--- src/sv/bmhpq_pkg.sv ---
package bmhpq_pkg;

    localparam logic REQ_ENQ = 1'b0;
    localparam logic REQ_DEQ = 1'b1;

    localparam logic [1:0] ST_ENQ   = 2'd0;
    localparam logic [1:0] ST_DEQ   = 2'd1;
    localparam logic [1:0] ST_EMPTY = 2'd2;
    localparam logic [1:0] ST_FULL  = 2'd3;

    typedef struct packed {
        logic        req_type;
        logic [7:0]  prio_in;
        logic [15:0] handle_in;
    } bmhpq_in_t;

    typedef struct packed {
        logic [1:0]  status;
        logic [7:0]  prio_out;
        logic [15:0] handle_out;
        logic [6:0]  occupancy;
    } bmhpq_out_t;

    typedef struct packed {
        logic [7:0]  prio;
        logic [15:0] handle;
    } bmhpq_entry_t;

    typedef struct packed {
        logic idle;
        logic done;
    } bmhpq_ctrl_t;

endpackage

--- src/sv/bmhpq_engine.sv ---
module bmhpq_engine #(
    parameter int CAPACITY = 64
) (
    input  logic                   clk,
    input  logic                   rst_n,
    input  logic                   start,
    input  bmhpq_pkg::bmhpq_in_t   req,
    input  logic                   take,
    output bmhpq_pkg::bmhpq_ctrl_t ctrl,
    output bmhpq_pkg::bmhpq_out_t  res
);

    localparam int IW = (CAPACITY > 1) ? $clog2(CAPACITY) : 1;
    localparam int CW = $clog2(CAPACITY + 1);
    localparam int XW = IW + 2;

    typedef enum logic [3:0] {
        S_IDLE,
        S_UP_RD,
        S_UP_CMP,
        S_DQ_LAST,
        S_DQ_LOAD,
        S_DN_L,
        S_DN_R,
        S_DN_CMP,
        S_DONE
    } state_t;

    state_t                   state_reg;
    logic [IW-1:0]            pos_reg;
    logic [CW-1:0]            count_reg;
    bmhpq_pkg::bmhpq_entry_t  cur_reg;
    bmhpq_pkg::bmhpq_entry_t  best_reg;
    logic                     left_sel_reg;
    bmhpq_pkg::bmhpq_out_t    res_reg;
    bmhpq_pkg::bmhpq_entry_t  rd_data_reg;

    bmhpq_pkg::bmhpq_entry_t  heap_mem [CAPACITY];

    logic [IW-1:0]            rd_addr;
    logic                     wr_en;
    logic [IW-1:0]            wr_addr;
    bmhpq_pkg::bmhpq_entry_t  wr_data;

    logic [7:0]               cmp_a;
    logic [7:0]               cmp_b;
    logic                     cmp_lt;

    logic [IW-1:0]            parent_idx;
    logic [XW-1:0]            lchild_idx;
    logic [XW-1:0]            rchild_idx;
    logic                     left_ok;
    logic                     right_ok;
    logic [CW-1:0]            count_inc;
    logic [CW-1:0]            count_dec;

    assign parent_idx = IW'((pos_reg - 1'b1) >> 1);
    assign lchild_idx = {1'b0, pos_reg, 1'b1};
    assign rchild_idx = lchild_idx + 1'b1;
    assign left_ok    = lchild_idx < XW'(count_reg);
    assign right_ok   = rchild_idx < XW'(count_reg);
    assign count_inc  = count_reg + 1'b1;
    assign count_dec  = count_reg - 1'b1;

    assign cmp_lt = cmp_a < cmp_b;

    always_comb
    begin
        cmp_a = rd_data_reg.prio;
        cmp_b = cur_reg.prio;
        unique case (state_reg)
            S_UP_CMP:
            begin
                cmp_a = cur_reg.prio;
                cmp_b = rd_data_reg.prio;
            end
            S_DN_CMP:
            begin
                cmp_b = best_reg.prio;
            end
            default:
            begin
                cmp_a = rd_data_reg.prio;
                cmp_b = cur_reg.prio;
            end
        endcase
    end

    always_comb
    begin
        rd_addr = '0;
        wr_en   = 1'b0;
        wr_addr = pos_reg;
        wr_data = cur_reg;
        unique case (state_reg)
            S_UP_RD:
            begin
                rd_addr = parent_idx;
                wr_en   = (pos_reg == '0);
            end
            S_UP_CMP:
            begin
                wr_en   = 1'b1;
                wr_data = cmp_lt ? rd_data_reg : cur_reg;
            end
            S_DQ_LAST:
            begin
                rd_addr = IW'(count_reg);
            end
            S_DN_L:
            begin
                rd_addr = lchild_idx[IW-1:0];
                wr_en   = !left_ok;
            end
            S_DN_R:
            begin
                rd_addr = rchild_idx[IW-1:0];
            end
            S_DN_CMP:
            begin
                wr_en = 1'b1;
                priority if (right_ok && cmp_lt)
                begin
                    wr_data = rd_data_reg;
                end
                else if (left_sel_reg)
                begin
                    wr_data = best_reg;
                end
                else
                begin
                    wr_data = cur_reg;
                end
            end
            default:
            begin
                rd_addr = '0;
            end
        endcase
    end

    always_ff @(posedge clk)
    begin
        if (wr_en)
        begin
            heap_mem[wr_addr] <= wr_data;
        end
        rd_data_reg <= heap_mem[rd_addr];
    end

    always_ff @(posedge clk or negedge rst_n)
    begin
        if (!rst_n)
        begin
            state_reg    <= S_IDLE;
            count_reg    <= '0;
            pos_reg      <= '0;
            left_sel_reg <= 1'b0;
            cur_reg      <= '0;
            best_reg     <= '0;
            res_reg      <= '0;
        end
        else
        begin
            unique case (state_reg)
                S_IDLE:
                begin
                    if (start)
                    begin
                        res_reg.prio_out   <= '0;
                        res_reg.handle_out <= '0;
                        cur_reg.prio       <= req.prio_in;
                        cur_reg.handle     <= req.handle_in;
                        if (req.req_type == bmhpq_pkg::REQ_ENQ)
                        begin
                            if (count_reg == CW'(CAPACITY))
                            begin
                                res_reg.status    <= bmhpq_pkg::ST_FULL;
                                res_reg.occupancy <= 7'(count_reg);
                                state_reg         <= S_DONE;
                            end
                            else
                            begin
                                res_reg.status    <= bmhpq_pkg::ST_ENQ;
                                res_reg.occupancy <= 7'(count_inc);
                                pos_reg           <= IW'(count_reg);
                                count_reg         <= count_inc;
                                state_reg         <= S_UP_RD;
                            end
                        end
                        else
                        begin
                            if (count_reg == '0)
                            begin
                                res_reg.status    <= bmhpq_pkg::ST_EMPTY;
                                res_reg.occupancy <= 7'(count_reg);
                                state_reg         <= S_DONE;
                            end
                            else
                            begin
                                res_reg.status    <= bmhpq_pkg::ST_DEQ;
                                res_reg.occupancy <= 7'(count_dec);
                                count_reg         <= count_dec;
                                state_reg         <= S_DQ_LAST;
                            end
                        end
                    end
                end
                S_UP_RD:
                begin
                    state_reg <= (pos_reg == '0) ? S_DONE : S_UP_CMP;
                end
                S_UP_CMP:
                begin
                    if (cmp_lt)
                    begin
                        pos_reg   <= parent_idx;
                        state_reg <= S_UP_RD;
                    end
                    else
                    begin
                        state_reg <= S_DONE;
                    end
                end
                S_DQ_LAST:
                begin
                    res_reg.prio_out   <= rd_data_reg.prio;
                    res_reg.handle_out <= rd_data_reg.handle;
                    state_reg          <= S_DQ_LOAD;
                end
                S_DQ_LOAD:
                begin
                    cur_reg   <= rd_data_reg;
                    pos_reg   <= '0;
                    state_reg <= S_DN_L;
                end
                S_DN_L:
                begin
                    state_reg <= left_ok ? S_DN_R : S_DONE;
                end
                S_DN_R:
                begin
                    if (cmp_lt)
                    begin
                        best_reg     <= rd_data_reg;
                        left_sel_reg <= 1'b1;
                    end
                    else
                    begin
                        best_reg     <= cur_reg;
                        left_sel_reg <= 1'b0;
                    end
                    state_reg <= S_DN_CMP;
                end
                S_DN_CMP:
                begin
                    priority if (right_ok && cmp_lt)
                    begin
                        pos_reg   <= rchild_idx[IW-1:0];
                        state_reg <= S_DN_L;
                    end
                    else if (left_sel_reg)
                    begin
                        pos_reg   <= lchild_idx[IW-1:0];
                        state_reg <= S_DN_L;
                    end
                    else
                    begin
                        state_reg <= S_DONE;
                    end
                end
                S_DONE:
                begin
                    if (take)
                    begin
                        state_reg <= S_IDLE;
                    end
                end
                default:
                begin
                    state_reg <= S_IDLE;
                end
            endcase
        end
    end

    assign ctrl.idle = (state_reg == S_IDLE);
    assign ctrl.done = (state_reg == S_DONE);
    assign res       = res_reg;

endmodule

--- src/sv/binary_min_heap_priority_queue_top.sv ---
// channel | signals                      | payload
// --------+------------------------------+------------------------------------
// req     | req_valid / req_ready        | req : bmhpq_in_t  (one request)
// rsp     | rsp_valid / rsp_ready        | rsp : bmhpq_out_t (one per request)
//
// A full enqueue or an empty dequeue goes straight to done. An enqueue sifts
// up, reading the parent and comparing per level; a dequeue moves the last
// entry to the root and sifts down, reading both children per level. Reset
// empties the heap, no clearing pass. req_ready is high only while idle; a
// finished transaction holds in the engine until the rsp register is free,
// which holds while rsp_ready is low.
module binary_min_heap_priority_queue_top #(
    parameter int CAPACITY = 64
) (
    input  logic                  clk,
    input  logic                  rst_n,
    input  logic                  req_valid,
    output logic                  req_ready,
    input  bmhpq_pkg::bmhpq_in_t  req,
    output logic                  rsp_valid,
    input  logic                  rsp_ready,
    output bmhpq_pkg::bmhpq_out_t rsp
);

    bmhpq_pkg::bmhpq_ctrl_t ctrl;
    bmhpq_pkg::bmhpq_out_t  eng_res;
    bmhpq_pkg::bmhpq_out_t  rsp_reg;
    logic                   rsp_valid_reg;
    logic                   take;
    logic                   start;

    assign req_ready = ctrl.idle;
    assign start     = req_valid && ctrl.idle;
    assign take      = ctrl.done && (!rsp_valid_reg || rsp_ready);

    bmhpq_engine #(
        .CAPACITY(CAPACITY)
    ) u_engine (
        .clk  (clk),
        .rst_n(rst_n),
        .start(start),
        .req  (req),
        .take (take),
        .ctrl (ctrl),
        .res  (eng_res)
    );

    always_ff @(posedge clk or negedge rst_n)
    begin
        if (!rst_n)
        begin
            rsp_valid_reg <= 1'b0;
            rsp_reg       <= '0;
        end
        else
        begin
            if (take)
            begin
                rsp_valid_reg <= 1'b1;
                rsp_reg       <= eng_res;
            end
            else if (rsp_ready)
            begin
                rsp_valid_reg <= 1'b0;
            end
        end
    end

    assign rsp_valid = rsp_valid_reg;
    assign rsp       = rsp_reg;

endmodule
--- config.mk ---
export PLATFORM = sky130hd
export DESIGN_NAME = binary_min_heap_priority_queue_top
export DESIGN_NICKNAME = d
export VERILOG_FILES = /design/src/sv/bmhpq_pkg.sv /design/src/sv/bmhpq_engine.sv /design/src/sv/binary_min_heap_priority_queue_top.sv
export SDC_FILE = /design/constraint.sdc
export NUM_CORES = 2
export LEC_CHECK = 0
export BUFFER_PORTS_ARGS = -buffer_cell sky130_fd_sc_hd__buf_2
export CORE_ASPECT_RATIO = 0.9
export CORE_UTILIZATION = 55
export DETAILED_ROUTE_END_ITERATION = 16
export PLACE_DENSITY = 0.83
export SYNTH_ARGS = -nofsm -noshare
export SYNTH_HDL_FRONTEND = slang
export SYNTH_HIERARCHICAL = 1
export SYNTH_SLANG_ARGS = --single-unit
--- constraint.sdc ---
create_clock -name clk -period 8 [get_ports clk]
set_clock_uncertainty 0.2 [all_clocks]
set_input_delay 0.8 -clock clk [delete_from_list [all_inputs] [get_ports clk]]
set_output_delay 0.8 -clock clk [all_outputs]
set_load 0.03 [all_outputs]
==> results.md <==
- Total global routing track utilization: 0.303
- Placeable core region: 0.122 sq mm
- Seq. cell area: 0.0498 sq mm
- Area added between synthesis and finish: 11.9%
- CTS tree: built
- Number of flip-flops in the largest register: around 1,500
- Cell-by-cell trace of the critical path: nor2b_1, and3_1, nor2_1, a21oi_1, ha_1, a211o_1, a2111oi_0, o21ai_4, o22ai_1, nand2_1, o22ai_4, buf_4, o21ai_4, buf_4
- Maximum ir drop on the vdd rail: a little under 400 uV
- Avg Synthesized Cell Area: ~14 sq um
- Number of pins with negative max-slew slack in the final report: 0
- Synthesized net count: 4,861
- Synthesized instance count: between 4,000 and 5,000
- Maximum buffer depth of the clock tree: 3
- Average wire length per cell after detail routing: 28.9 um
- Startpoint of the worst hold path: req[22]
- # hold bufs at CTS: 1
- Final weighted congestion of routability-driven global placement: 0.917
- Number of vias after detailed routing: about 44,000
- Power density of the placed cells: 426 mW/mm^2
- Clock net sink count: between 1,500 and 2,000
- Most used DFF post-synth: sky130_fd_sc_hd__edfxtp_1
- Cell class contributing the biggest share of worst-path delay: compound AO/OA/AOI/OAI gates
- Origin of the critical flop-to-flop path: u_engine/state_reg[3]$_DFFE_PN0P_
- Row Count: between 100 and 150
- RSZ-0062 raised after global routing: no
- DIE HEIGHT: about 340 um
- Sequential fraction of the synthesis area: 0.732
- Worst Setup Start Kind: flop
- Number of optimization iterations in the first detailed-route pass: 6
- Post-CTS setup buffers: 0
- Number of antenna violations at the first check in global routing: 7
- Post-DP HPWL: 100,000 um
- Highest Clock Rate: 152 MHz
- Clock insertion delay at the later pin of the skew report: 0.80 ns
- Final-layout fill cell count: around 8,000
- Met1 Routed Length: ~67,000 um
- Maximum number of pins on one net before global-route repair: 177
- Yosys top cell area share: 0.679
- Type of the worst setup path: reg2reg
- Critical path buffer and inverter count: 2
- DIE AREA: between 0.1 and 0.15 sq mm
- Finished Core Util: 0.625
- Global-route wire length before repair: 277,000 um
- Minimum clock period: approximately 6.6 ns
- Status: complete, but fails checks
- Clock buffers created by TritonCTS: 161
- Setup WS pre-CTS: 1.55 ns
- Highest signal layer in the routed design: met5
- Worst slew pin tran: between 1 and 1.5 ns
- Met2 WL post-DR: 85,500 um
- Quantity of I/O buffers inserted on ports: 63
- Post-synth ARST share: 0.0747
- Largest fanout on the critical path: 47
- Post-CTS resize count: 0
- Post-synthesis instance area: between 0.06 and 0.07 sq mm
- Violations in the final reports: max-capacitance violations
- Worst path max stage delay: between 1 and 1.5 ns
- Critical Path Start: u_engine/state_reg[3]$_DFFE_PN0P_
- Area contributors post-synth: sky130_fd_sc_hd__edfxtp_1 (68%), sky130_fd_sc_hd__nand2_1 (5.8%), sky130_fd_sc_hd__dfrtp_1 (4.6%), sky130_fd_sc_hd__mux2i_1 (3.5%), sky130_fd_sc_hd__a32oi_1 (2.2%)
- Total Wirelength: 190,000 um
- Final net count: 4,893
- Number of max-cap violations: 1
- Number of remaining DRC errors: 0
- Met3 WL: 28,000 um
- Req. time, crit path: 8.31 ns
- Fraction of layout cells with a size suffix above 1: 0.129
- Classification of the worst-slack hold path: in2reg
- Number of hold violations in the final report: 0
- Clock tree root buffer cell: sky130_fd_sc_hd__clkbuf_16
- Setup total negative slack: 0 ns
- Number of synthesized register bits: 1,686
- Post-route antenna net violation count: 0
- Starting Density: 0.558
- Area of the multi-input gates: 0.0173 sq mm
- Static power due to leakage: 0.0256 uW
- Vias in the first global route: 42,900
- Number of synthesized flops with an enable pin: 1,536
- Ratio of routed vias to standard cells: 6.72
- Period utilization: 0.824
- Total congestion overflow after global routing: 0
- Violation count after the first detailed-routing iteration: 7,227
- I/O Pins: 64
- Die W: between 300 and 400 um
- Total power consumption of the routed design: roughly 32,000 uW
- Post-CTS clock slew at the launch and capture registers of the worst setup and hold paths: ~0.06 ns
- CP Data Arrival Time: about 7 ns
- Remaining max-slew budget at the tightest pin: 0.00816
- Area leader, netlist: sky130_fd_sc_hd__edfxtp_1
- Warnings, synthesis: 6
- Capturing element type of the critical path: flop
- Highest-delay cell along the critical path: sky130_fd_sc_hd__dfrtp_1
- H-tree depth reported by CTS: 4
- Final Worst Setup Slack: ~1.4 ns
- Setup violators final: 0
- Count of distinct cell types in the synthesized netlist: 80
[cells by family after synthesis]
kind of cell	share of synthesized area
buffers and inverters	0.0232
DFF	0.732
muxes	0.0504
adders and majority gates	0.00423
xor gates and xnor gates	0.00168
AOI/OAI and AO/OA	0.0855
and+or+nand+nor	0.103
[worst reg2reg max path, delay by kind of cell (launching register included)]
family                     cells  cell delay [ns]
AOI/OAI and AO/OA              7             2.61
and+or+nand+nor                4             1.36
DFF                            1             1.08
buffers and inverters          2             0.76
adders and majority gates      1             0.33
[area by class of cell]
| class | count | share of cell area |
|---|---|---|
| Inverter | 38 | 0.00188 |
| Clock inverter | 83 | 0.0111 |
| Clock buffer | 215 | 0.0581 |
| Multi-Input combinational cell | 2752 | 0.228 |
| Antenna cell | 1 | 0.0000329 |
| Sequential cell | 1686 | 0.654 |
| Timing Repair Buffer | 202 | 0.0204 |
| Tap cell | 1599 | 0.0263 |
[cell usage in the layout (no fill, tap or decap), types with 35 or more instances in the layout]
cell type and instances:
sky130_fd_sc_hd__a211oi_1 71, sky130_fd_sc_hd__a21oi_1 63, sky130_fd_sc_hd__a21oi_2 35, sky130_fd_sc_hd__a31oi_1 77, sky130_fd_sc_hd__a32oi_1 167, sky130_fd_sc_hd__and3_1 77
sky130_fd_sc_hd__buf_2 62, sky130_fd_sc_hd__buf_4 124, sky130_fd_sc_hd__clkbuf_1 38, sky130_fd_sc_hd__clkbuf_16 163, sky130_fd_sc_hd__dfrtp_1 126, sky130_fd_sc_hd__edfxtp_1 1536
sky130_fd_sc_hd__inv_1 37, sky130_fd_sc_hd__mux2i_1 240, sky130_fd_sc_hd__nand2_1 1054, sky130_fd_sc_hd__nand3_1 258, sky130_fd_sc_hd__nor2_1 49, sky130_fd_sc_hd__o2111ai_1 47
sky130_fd_sc_hd__o211ai_1 74, sky130_fd_sc_hd__o21ai_0 115
[through the flow]
step | instances | cell area [sq um] | hold slack (ns)
global route | 6575 | 76000 | 0.120
finish | 6576 | 76000 | 0.0962
CTS | 6575 | 76000 | 0.0640
floorplan | 4809 | 68000 | 0.250
detailed placement | 6276 | 70800 | 0.274
global placement | 6276 | 70800 | 0.267
[synth_stat cells, types with 7 or more instances]
library cell / instances
sky130_fd_sc_hd__nand2_1: 1056
sky130_fd_sc_hd__nand3b_1: 7
sky130_fd_sc_hd__or3_1: 29
sky130_fd_sc_hd__a21oi_1: 98
sky130_fd_sc_hd__a31oi_1: 77
sky130_fd_sc_hd__buf_2: 89
sky130_fd_sc_hd__dfrtp_1: 126
sky130_fd_sc_hd__mux2i_1: 240
sky130_fd_sc_hd__mux2_4: 29
sky130_fd_sc_hd__nand4_1: 23
sky130_fd_sc_hd__xnor2_1: 10
sky130_fd_sc_hd__a211oi_1: 71
sky130_fd_sc_hd__and3_1: 78
sky130_fd_sc_hd__a22o_1: 9
sky130_fd_sc_hd__o21ai_1: 38
sky130_fd_sc_hd__buf_1: 48
sky130_fd_sc_hd__mux4_2: 23
sky130_fd_sc_hd__a22oi_2: 21
sky130_fd_sc_hd__o21a_1: 10
sky130_fd_sc_hd__inv_1: 37
sky130_fd_sc_hd__nor3_1: 25
sky130_fd_sc_hd__nand3_1: 260
sky130_fd_sc_hd__a22oi_1: 29
sky130_fd_sc_hd__dfxtp_1: 24
sky130_fd_sc_hd__o2111ai_1: 47
sky130_fd_sc_hd__edfxtp_1: 1536
sky130_fd_sc_hd__nand2b_1: 8
sky130_fd_sc_hd__ha_1: 23
sky130_fd_sc_hd__buf_4: 8
sky130_fd_sc_hd__o211ai_1: 74
sky130_fd_sc_hd__o21ai_0: 116
sky130_fd_sc_hd__a32oi_1: 167
sky130_fd_sc_hd__o22ai_1: 9
sky130_fd_sc_hd__clkbuf_1: 182
sky130_fd_sc_hd__nor2_1: 77
[routing by layer]
layer	track usage	up-vias
li1	-	18400
met1	0.403	21600
met2	0.454	3622
met3	0.0875	602
met4	0.155	6
met5	0	-
[power by group]
group | switching, uW | internal (uW) | leakage [uW] | total (uW)
Clock | 3310 | 4270 | 0.00258 | 7590
Sequential | 592 | 11900 | 0.0157 | 12400
Combinational | 8930 | 3430 | 0.00727 | 12400
Total | 12800 | 19600 | 0.0256 | 32400
[final timing paths]
| check | end | slack (ns) | cells after the start |
|---|---|---|---|
| worst min-delay path | u_engine/cur_reg[22]$_DFFE_PN0P_ | 0.1 | 3 |
| max in group asynchronous | u_engine/pos_reg[4]$_DFFE_PN0P_ | 5.83 | 3 |
| min in group asynchronous | rsp[19]$_DFFE_PN0P_ | 0.46 | 2 |
| worst max-delay path | u_engine/heap_mem[27][12]$_DFFE_PP_ | 1.41 | 14 |
| worst min register to register | u_engine/best_reg[14]$_DFFE_PN0N_ | 0.29 | 2 |
| worst max register to register | u_engine/heap_mem[27][12]$_DFFE_PP_ | 1.41 | 14 |
No activity file was read; power rests on OpenSTA's default activity.
